### src/design/snp_pkg.sv
// Package for the scale notification parser.
// Holds the parse phase type, frame constants and the result word type.
// No dependencies.
package snp_pkg;

    typedef enum logic [5:0] {
        PH_HUNT    = 6'b000001,
        PH_TOPIC   = 6'b000010,
        PH_LENGTH  = 6'b000100,
        PH_TYPE    = 6'b001000,
        PH_PAYLOAD = 6'b010000,
        PH_DONE    = 6'b100000
    } phase_t;

    localparam logic [7:0] HDR_LEAD    = 8'hEF;
    localparam logic [7:0] HDR_SECOND  = 8'hDD;
    localparam logic [7:0] TOPIC_BATT  = 8'h08;
    localparam logic [7:0] TOPIC_WGT   = 8'h0C;
    localparam logic [7:0] TYPE_WGT    = 8'h05;
    localparam logic [7:0] SIGN_MASK   = 8'h02;
    localparam logic [7:0] WGT_MIN_LEN = 8'd6;
    localparam logic [7:0] UNIT_MIN    = 8'd1;
    localparam logic [7:0] UNIT_MAX    = 8'd4;

    // Payload byte positions inside a weight frame.
    localparam logic [2:0] OFS_LOW  = 3'd0;
    localparam logic [2:0] OFS_HIGH = 3'd1;
    localparam logic [2:0] OFS_UNIT = 3'd4;
    localparam logic [2:0] OFS_SIGN = 3'd5;

    localparam logic KIND_WEIGHT  = 1'b0;
    localparam logic KIND_BATTERY = 1'b1;

    typedef struct packed {
        logic        kind;
        logic [15:0] magnitude;
        logic [2:0]  decimals;
        logic        negative;
        logic [6:0]  battery;
    } result_t;

endpackage

### src/design/snp_parser.sv
// Frame parser state for the scale notification parser.
// Holds the header hunt, frame fields and the last decoded reports; uses snp_pkg.
module snp_parser (
    input  logic                aclk,
    input  logic                aresetn,
    input  logic                step,
    input  logic [7:0]          rx_byte,
    input  logic                buffer_start,
    output logic                emit,
    output snp_pkg::result_t    result
);
    import snp_pkg::*;

    phase_t      phase_reg, phase_next, phase_eff;
    logic        lead_reg, lead_next, lead_eff;
    logic [2:0]  offset_reg, offset_next;
    logic [7:0]  topic_reg, topic_next;
    logic [7:0]  length_reg, length_next;
    logic [7:0]  raw_low_reg, raw_low_next;
    logic [7:0]  raw_high_reg, raw_high_next;
    logic [7:0]  unit_reg, unit_next;
    result_t     held_reg, held_next;

    // A buffer start restarts the hunt before this byte is looked at.
    assign phase_eff = buffer_start ? PH_HUNT : phase_reg;
    assign lead_eff  = buffer_start ? 1'b0 : lead_reg;

    always_comb begin
        phase_next    = phase_eff;
        lead_next     = lead_eff;
        offset_next   = offset_reg;
        topic_next    = topic_reg;
        length_next   = length_reg;
        raw_low_next  = raw_low_reg;
        raw_high_next = raw_high_reg;
        unit_next     = unit_reg;
        held_next     = held_reg;
        emit          = 1'b0;
        case (phase_eff)
            PH_HUNT: begin
                if (rx_byte == 8'd0) begin
                    phase_next = PH_DONE;
                    lead_next  = 1'b0;
                end else if (lead_eff && rx_byte == HDR_SECOND) begin
                    phase_next = PH_TOPIC;
                    lead_next  = 1'b0;
                end else begin
                    lead_next = (rx_byte == HDR_LEAD);
                end
            end
            PH_TOPIC: begin
                topic_next = rx_byte;
                phase_next = PH_LENGTH;
            end
            PH_LENGTH: begin
                length_next = rx_byte;
                phase_next  = PH_TYPE;
            end
            PH_TYPE: begin
                if (topic_reg == TOPIC_BATT) begin
                    held_next.battery = rx_byte[6:0];
                    held_next.kind    = KIND_BATTERY;
                    phase_next        = PH_DONE;
                    emit              = 1'b1;
                end else if (topic_reg == TOPIC_WGT && rx_byte == TYPE_WGT
                             && length_reg >= WGT_MIN_LEN) begin
                    phase_next  = PH_PAYLOAD;
                    offset_next = OFS_LOW;
                end else begin
                    phase_next = PH_DONE;
                end
            end
            PH_PAYLOAD: begin
                offset_next = offset_reg + 3'd1;
                if (offset_reg == OFS_LOW) begin
                    raw_low_next = rx_byte;
                end
                if (offset_reg == OFS_HIGH) begin
                    raw_high_next = rx_byte;
                end
                if (offset_reg == OFS_UNIT) begin
                    unit_next = rx_byte;
                end
                if (offset_reg == OFS_SIGN) begin
                    held_next.magnitude = {raw_high_reg, raw_low_reg};
                    held_next.decimals  = (unit_reg >= UNIT_MIN && unit_reg <= UNIT_MAX)
                                          ? unit_reg[2:0] : 3'd0;
                    held_next.negative  = (rx_byte & SIGN_MASK) != 8'd0;
                    held_next.kind      = KIND_WEIGHT;
                    phase_next          = PH_DONE;
                    offset_next         = OFS_LOW;
                    emit                = 1'b1;
                end
            end
            default: begin
                phase_next = PH_DONE;
            end
        endcase
    end

    assign result = held_next;

    always_ff @(posedge aclk) begin
        if (!aresetn) begin
            phase_reg    <= PH_HUNT;
            lead_reg     <= 1'b0;
            offset_reg   <= 3'd0;
            topic_reg    <= 8'd0;
            length_reg   <= 8'd0;
            raw_low_reg  <= 8'd0;
            raw_high_reg <= 8'd0;
            unit_reg     <= 8'd0;
            held_reg     <= '0;
        end else if (step) begin
            phase_reg    <= phase_next;
            lead_reg     <= lead_next;
            offset_reg   <= offset_next;
            topic_reg    <= topic_next;
            length_reg   <= length_next;
            raw_low_reg  <= raw_low_next;
            raw_high_reg <= raw_high_next;
            unit_reg     <= unit_next;
            held_reg     <= held_next;
        end
    end

endmodule

### src/design/scale_notification_parser.sv
// Top level of the scale notification parser: input register, parser, result register.
// Uses snp_pkg and snp_parser.
//
// Takes one notification byte per cycle while no finished report waits on a stalled
// result register. Each byte goes into an input register and is parsed there
// combinationally; a report, if the byte completes one, is written into the result
// register as the input register advances. The input register advances whenever the
// result register is free or the byte completes no report, so with m_ready held high
// the block takes a word on every clock.
module scale_notification_parser (
    input  logic        aclk,
    input  logic        aresetn,
    input  logic        s_valid,
    output logic        s_ready,
    input  logic [7:0]  s_rx_byte,
    input  logic        s_buffer_start,
    output logic        m_valid,
    input  logic        m_ready,
    output logic        m_result_kind,
    output logic [15:0] m_weight_magnitude,
    output logic [2:0]  m_weight_decimals,
    output logic        m_weight_negative,
    output logic [6:0]  m_battery_level
);
    import snp_pkg::*;

    logic       in_valid_reg, in_valid_next;
    logic [7:0] in_byte_reg;
    logic       in_start_reg;
    logic       out_valid_reg, out_valid_next;
    result_t    out_reg;
    logic       emit;
    logic       advance;
    logic       out_free;
    result_t    result;

    snp_parser u_parser (
        .aclk         (aclk),
        .aresetn      (aresetn),
        .step         (advance),
        .rx_byte      (in_byte_reg),
        .buffer_start (in_start_reg),
        .emit         (emit),
        .result       (result)
    );

    assign out_free = !out_valid_reg || m_ready;
    // A word that completes no report never waits on the result side.
    assign advance  = in_valid_reg && (!emit || out_free);
    assign s_ready  = !in_valid_reg || advance;

    always_comb begin
        in_valid_next = in_valid_reg;
        if (s_ready) begin
            in_valid_next = s_valid;
        end
        out_valid_next = out_valid_reg;
        if (advance && emit) begin
            out_valid_next = 1'b1;
        end else if (m_ready) begin
            out_valid_next = 1'b0;
        end
    end

    always_ff @(posedge aclk) begin
        if (!aresetn) begin
            in_valid_reg  <= 1'b0;
            out_valid_reg <= 1'b0;
        end else begin
            in_valid_reg  <= in_valid_next;
            out_valid_reg <= out_valid_next;
        end
    end

    always_ff @(posedge aclk) begin
        if (s_valid && s_ready) begin
            in_byte_reg  <= s_rx_byte;
            in_start_reg <= s_buffer_start;
        end
        if (advance && emit) begin
            out_reg <= result;
        end
    end

    assign m_valid            = out_valid_reg;
    assign m_result_kind      = out_reg.kind;
    assign m_weight_magnitude = out_reg.magnitude;
    assign m_weight_decimals  = out_reg.decimals;
    assign m_weight_negative  = out_reg.negative;
    assign m_battery_level    = out_reg.battery;

endmodule

### config.mk
export PLATFORM = sky130hd
export DESIGN_NAME = scale_notification_parser
export DESIGN_NICKNAME = d
export VERILOG_FILES = /design/src/design/snp_pkg.sv /design/src/design/snp_parser.sv /design/src/design/scale_notification_parser.sv
export SDC_FILE = /design/constraint.sdc
export NUM_CORES = 1
export LEC_CHECK = 0
export BUFFER_PORTS_ARGS = -buffer_cell sky130_fd_sc_hd__buf_2
export CORE_MARGIN = 5
export CORE_UTILIZATION = 45
export DETAILED_ROUTE_END_ITERATION = 6
export GPL_TIMING_DRIVEN = 0
export PLACE_DENSITY = 0.67
export SYNTH_ARGS = -nofsm -noshare
export SYNTH_HDL_FRONTEND = slang
export SYNTH_HIERARCHICAL = 1
export SYNTH_SLANG_ARGS = --single-unit
### constraint.sdc
create_clock -name aclk -period 3.8 [get_ports aclk]
set_input_delay 1.14 -clock aclk [delete_from_list [all_inputs] [get_ports aclk]]
set_output_delay 1.14 -clock aclk [all_outputs]
set_load 0.01 [all_outputs]
==> results.py, run 1 <==
metrics = {
    "setup_path": {
        "endpoint_kind": "output pin",
        "ff2ff_setup_slack_ns": 0.71,
        "timing.rr.end": "u_parser/raw_low_reg[1]",
        "path_buf_inv": 3,
        "cp.required_ns": 2.66,
        "rr_worst_depth": 13,
        "crit_arrival_ns": 2.38,
        "cp-start-kind": "flip-flop",
        "cp_slowest_stage_delay_ns": 0.39,
        "slowest_stage": "nor4_2",
        "r2r_start": "u_parser/offset_reg[0]",
        "worstPathCellList": "clkbuf_1 -> inv_1 -> nor4_2 -> nand2_1 -> o31ai_2 -> nand4b_4 -> buf_2",
        "critPathKind": "flip-flop to output pin",
        "critical_path_peak_fanout": 9,
        "crit_family": "buffers and inverters",
    },
    "cts": {
        "cts_root_buf": "clkbuf_8",
        "holdBufCountCts": 0,
        "cts_buffers": 17,
        "clkSinkCount": 116,
        "htreeDepth": 4,
        "clk_latency_ns": 0.51,
        "clockBufferDepth": 2,
        "cts_tree": "done",
        "clkTransAtPathRegs_ns": 0.06,
    },
    "layout": {
        "nNetsFinal": 511,
        "syn_to_final_growth_pct": 20.0,
        "largest_register_ffs": 28,
        "diodes": 0,
        "regArea_um2": 2690,
        "utilization": 0.550,
        "fill_cells": 904,
        "drive_above_1_share": 0.209,
        "multi_input_area_um2": 1910,
    },
    "synthesis": {
        "synthFlopType": "dfxtp_1",
        "netlist_area_um2": 4710,
        "ys_warn_count": 6,
        "synthDistinctLibCells": 47,
        "async_flop_share": 0,
        "syn_avg_cell_area_um2": 10.8,
        "synth_top_cell_by_area": "dfxtp_1",
        "synth.area.top_cells": "dfxtp_1 (34%), edfxtp_1 (24%), mux2i_1 (10%), nand2_1 (4.8%), nor2_1 (4.5%)",
        "syn-instance-count": 437,
        "ys_ff_latch": 116,
        "synth_edf_count": 37,
        "synth_nets": 450,
        "yosysSeqAreaShare": 0.572,
        "synth_top_area_share": 0.336,
    },
    "timing": {
        "fin_skew_ns": 0.00657,
        "setup_viol": 0,
        "timing.hold.ws_ns": 0.452,
        "worst_slack_ns": 0.281,
        "worst_pin_slew_ns": 0.853,
        "clock.fmax_mhz": 284,
        "setup-tns-final_ns": 0,
        "hold_viol": 0,
        "min_period_over_period": 0.926,
        "fin_crit_ns": 3.52,
        "slew_headroom": 0.430,
        "grt_setup_unrepaired": "false",
        "slew_violations": 0,
    },
    "drt": {
        "route.detailed.wl_per_inst_um": 15.5,
        "via_per_inst": 5.18,
        "postRouteAntennaNets": 0,
        "firstDrtPassIters": 5,
        "drc": 0,
        "vias": 3354,
        "drtIter0Drc": 208,
        "wl_um": 10000,
    },
    "placed_design": {
        "dp_hpwl_um": 6630,
        "dp_slack_ns": 0.362,
        "io_buffer_count": 42,
        "gp_congestion": 0.776,
    },
    "power_and_ir_drop": {
        "vdd_drop_max_uv": 316,
        "power_uw": 2790,
        "p_leak_uw": 0.00212,
        "power.density_nw_per_um2": 494,
    },
    "floorplanning": {
        "io_pins": 43,
        "die_y_um": 112,
        "placementRows": 37,
        "die-area_um2": 12600,
        "start_util": 0.458,
        "core_area_um2": 10300,
        "fp.dieW_um": 112,
    },
    "grt": {
        "grt_pass1_vias": 3403,
        "grt_pass1_wl_um": 16900,
        "grtUsageTotal": 0.169,
        "grt_max_degree": 29,
        "antenna_found_initial": 0,
        "grt_overflow": 0,
    },
    "run": {
        "max_cap_violations": 0,
    },
    "worst_hold_path": {
        "hold-path-endpoint": "u_parser/held_reg[15]",
        "hold_path_class": "flip-flop to flip-flop",
        "whs_path_depth": 2,
        "hp-start": "u_parser/held_reg[15]",
    },
    "run_status": {
        "status": "finished, final reports clean",
    },
}
==> stage by stage <==
stage	cell area [um^2]	instances
after detailed placement	5100	615
after CTS	5640	647
after global placement	5090	615
final	5650	647
after floorplan	4710	437
after global routing	5650	647
==> worst max path at each step <==
stage	from	end	slack, ns	cells after the start
finish	u_parser/offset_reg[0]	s_ready	0.28	7
detailed placement	m_ready	u_parser/raw_low_reg[1]	0.36	10
global route	u_parser/offset_reg[0]	s_ready	0.08	7
floorplan	in_start_reg	m_battery_level[0]	0.63	5
CTS	u_parser/offset_reg[0]	s_ready	0.02	7
global placement	in_start_reg	m_weight_magnitude[4]	-0.40	5
==> cell families after synthesis <==
| kind of cell | share of synthesized area |
|---|---|
| AND/OR/NAND/NOR | 0.170 |
| flip-flops | 0.572 |
| multiplexers | 0.157 |
| AO/OA/AOI/OAI | 0.0702 |
| buffers and inverters | 0.0271 |
| XOR/XNOR | 0.00372 |
==> worst min-delay path, stage by stage (launching register included) <==
cell     delay, ns
dfxtp_1       0.30
nand2_1       0.05
a21oi_1       0.05
==> report_power, final <==
part / switching (uW) / internal [uW]
Sequential: 8.75 / 1280
Combinational: 51.5 / 18.4
Clock: 551 / 879
==> Yosys cell counts (4+ instances only) <==
cell type   n
a21oi_1    28
nand3_1     6
nor4_1      4
clkbuf_1   20
buf_2       6
mux2_2     13
o21ai_0     7
mux2_1     11
nor3_1      7
dfxtp_1    79
and3_1      4
nor2_1     57
mux2i_1    47
edfxtp_1   37
inv_1       4
nand2_1    60
==> per-layer routing <==
metal,wire length (um),up-vias,track usage
li1,-,1669,-
met1,4430,1602,0.214
met5,0,-,0
met2,4920,79,0.276
met3,661,4,0.0528
met4,39,0,0.0585
==> area by class of cell <==
type	count	share of cell area
Sequential cell	116	0.477
Multi-Input combinational cell	289	0.338
Clock buffer	19	0.0764
Timing Repair Buffer	42	0.0372
Tap cell	136	0.0301
Clock inverter	13	0.0193
Buffer	26	0.0186
Inverter	6	0.00399
==> what timing repair did <==
action | 4_1_cts | 5_1_grt
resized for setup | 0 | 2
buffers inserted | 0 | 0
endpoints found under the setup margin | 0 | 1
==> cell usage in the layout, fill, tap and decap left out, types with 11 or more instances in the layout <==
master / instances
nand2_1: 60
mux2i_1: 47
edfxtp_1: 37
a21oi_1: 28
buf_2: 48
clkbuf_1: 21
mux2_1: 11
mux2_2: 13
nor2_1: 56
dfxtp_1: 79
clkbuf_16: 16
No activity file was read; power rests on OpenSTA's default activity.
==> run 2, diff against run 1 <==
- CORE_UTILIZATION: 45 -> 31
- PLACE_DENSITY: 0.67 -> 0.51
==> run 2 against run 1 <==
First-iteration DRC count is 36% lower. Setup slack better by 0.033 ns. Design area is 1.8% higher. Global-route usage is 4.5 points lower. Hold slack better by 0.0011 ns. Power is 3.1% higher. Critical path type unchanged. Largest cell class unchanged.
==> results.py, run 2 (synthesized netlist as in run 1, its figures left out) <==
metrics = {
    "drt": {
        "vias": 3287,
        "via_per_inst": 4.70,
        "route.detailed.wl_per_inst_um": 15.1,
        "postRouteAntennaNets": 0,
        "drtIter0Drc": 133,
        "firstDrtPassIters": 4,
        "wl_um": 10600,
        "drc": 0,
    },
    "timing": {
        "setup-tns-final_ns": 0,
        "worst_slack_ns": 0.314,
        "min_period_over_period": 0.917,
        "slew_headroom": 0.422,
        "grt_setup_unrepaired": "false",
        "hold_viol": 0,
        "worst_pin_slew_ns": 0.865,
        "clock.fmax_mhz": 287,
        "fin_crit_ns": 3.49,
        "setup_viol": 0,
        "fin_skew_ns": 0.00517,
        "slew_violations": 0,
    },
    "floorplanning": {
        "start_util": 0.313,
        "core_area_um2": 15000,
        "die-area_um2": 17800,
        "placementRows": 45,
        "fp.dieW_um": 133,
        "die_y_um": 133,
        "io_pins": 43,
    },
    "layout": {
        "regArea_um2": 2690,
        "syn_to_final_growth_pct": 22.1,
        "utilization": 0.382,
        "largest_register_ffs": 28,
        "layout_commonest_cell": "dfxtp_1",
        "drive_above_1_share": 0.207,
        "diodes": 0,
        "nNetsFinal": 511,
        "fill_cells": 1469,
        "multi_input_area_um2": 1910,
        "final_cell_mix": "dfxtp_1 (79), nand2_1 (60), nor2_1 (56)",
    },
    "grt": {
        "antenna_found_initial": 0,
        "grt_pass1_vias": 3225,
        "grt_pass1_wl_um": 16900,
        "grt_max_degree": 29,
        "grtUsageTotal": 0.124,
        "grt_overflow": 0,
    },
    "setup_path": {
        "endpoint_kind": "output pin",
        "worstPathCellList": "nor4_4 -> nand3_2 -> o31ai_2 -> nand4b_4 -> buf_2",
        "critical_path_peak_fanout": 7,
        "cp-start-kind": "flip-flop",
        "crit_arrival_ns": 2.35,
        "ff2ff_setup_slack_ns": 0.67,
        "slowest_stage": "edfxtp_1",
        "cp.required_ns": 2.66,
        "critPathKind": "flip-flop to output pin",
        "cp_slowest_stage_delay_ns": 0.51,
    },
    "cts": {
        "htreeDepth": 4,
        "cts_resized": 0,
        "clk_latency_ns": 0.41,
        "clkSinkCount": 116,
        "clkTransAtPathRegs_ns": 0.05,
        "clockBufferDepth": 2,
        "holdBufCountCts": 0,
        "cts_buffers": 17,
        "cts_tree": "done",
        "cts_root_buf": "clkbuf_16",
        "post_cts_buffers": 0,
    },
    "run": {
        "max_cap_violations": 0,
    },
    "power_and_ir_drop": {
        "vdd_drop_max_uv": 314,
        "p_leak_uw": 0.00214,
        "power.density_nw_per_um2": 501,
    },
    "placed_design": {
        "dp_hpwl_um": 7130,
        "gp_congestion": 0.800,
        "dp_slack_ns": 0.359,
        "io_buffer_count": 42,
    },
    "worst_hold_path": {
        "hold_path_class": "flip-flop to flip-flop",
    },
    "run_status": {
        "status": "finished, final reports clean",
    },
}
-- run 2: cell types whose count changed in the layout (fill, tap and decap cells not counted), sizes merged --
cell,before,now
inv,7,5
clkinvlp,3,2
clkinv,8,7
clkbuf,39,43
-- run 2: critical path: cells and delay by family (launching register included) --
kind / cells / cell delay (ns)
buffers and inverters: 1 / 0.17
flip-flops: 1 / 0.51
AND/OR/NAND/NOR: 3 / 0.74
AO/OA/AOI/OAI: 1 / 0.50
-- run 2: area by class of cell --
class | instances | area share
flip-flops and latches | 116 | 0.469
repair buffers | 42 | 0.0366
multi-input cells | 289 | 0.332
clock inverters | 9 | 0.0131
inverters | 6 | 0.00392
well taps | 188 | 0.0409
plain buffers | 26 | 0.0183
clock buffers | 23 | 0.0869
-- run 2: layer usage --
metal | vias up | GRT usage | wire [um]
met3 | 12 | 0.0434 | 573
met5 | - | 0 | 0
li1 | 1668 | - | -
met1 | 1529 | 0.157 | 5010
met2 | 78 | 0.194 | 4860
met4 | 0 | 0.0497 | 128
-- run 2: through the flow --
| stage | instances | area (um^2) | hold WS (ns) | power [uW] |
|---|---|---|---|---|
| after global placement | 667 | 5150 | 0.438 | 1390 |
| after CTS | 699 | 5740 | 0.452 | 2920 |
| after floorplan | 437 | 4710 | 0.433 | 1360 |
| after detailed placement | 667 | 5160 | 0.444 | 1390 |
| final | 699 | 5750 | 0.453 | 2880 |
| after global routing | 699 | 5750 | 0.476 | 2990 |
-- run 2: report_power, final --
group	total (uW)	switching, uW	internal, uW
Sequential	1290	9.02	1280
Combinational	72.3	53.9	18.4
Clock	1510	530	981
-- run 2: path summary, 6_finish.rpt --
| check | cells after the start | from | end |
|---|---|---|---|
| setup / recovery | 5 | in_start_reg | s_ready |
| hold / removal | 2 | u_parser/held_reg[22] | u_parser/held_reg[22] |
| hold reg to reg | 2 | u_parser/held_reg[22] | u_parser/held_reg[22] |
| setup reg to reg | 13 | u_parser/offset_reg[0] | u_parser/raw_low_reg[6] |
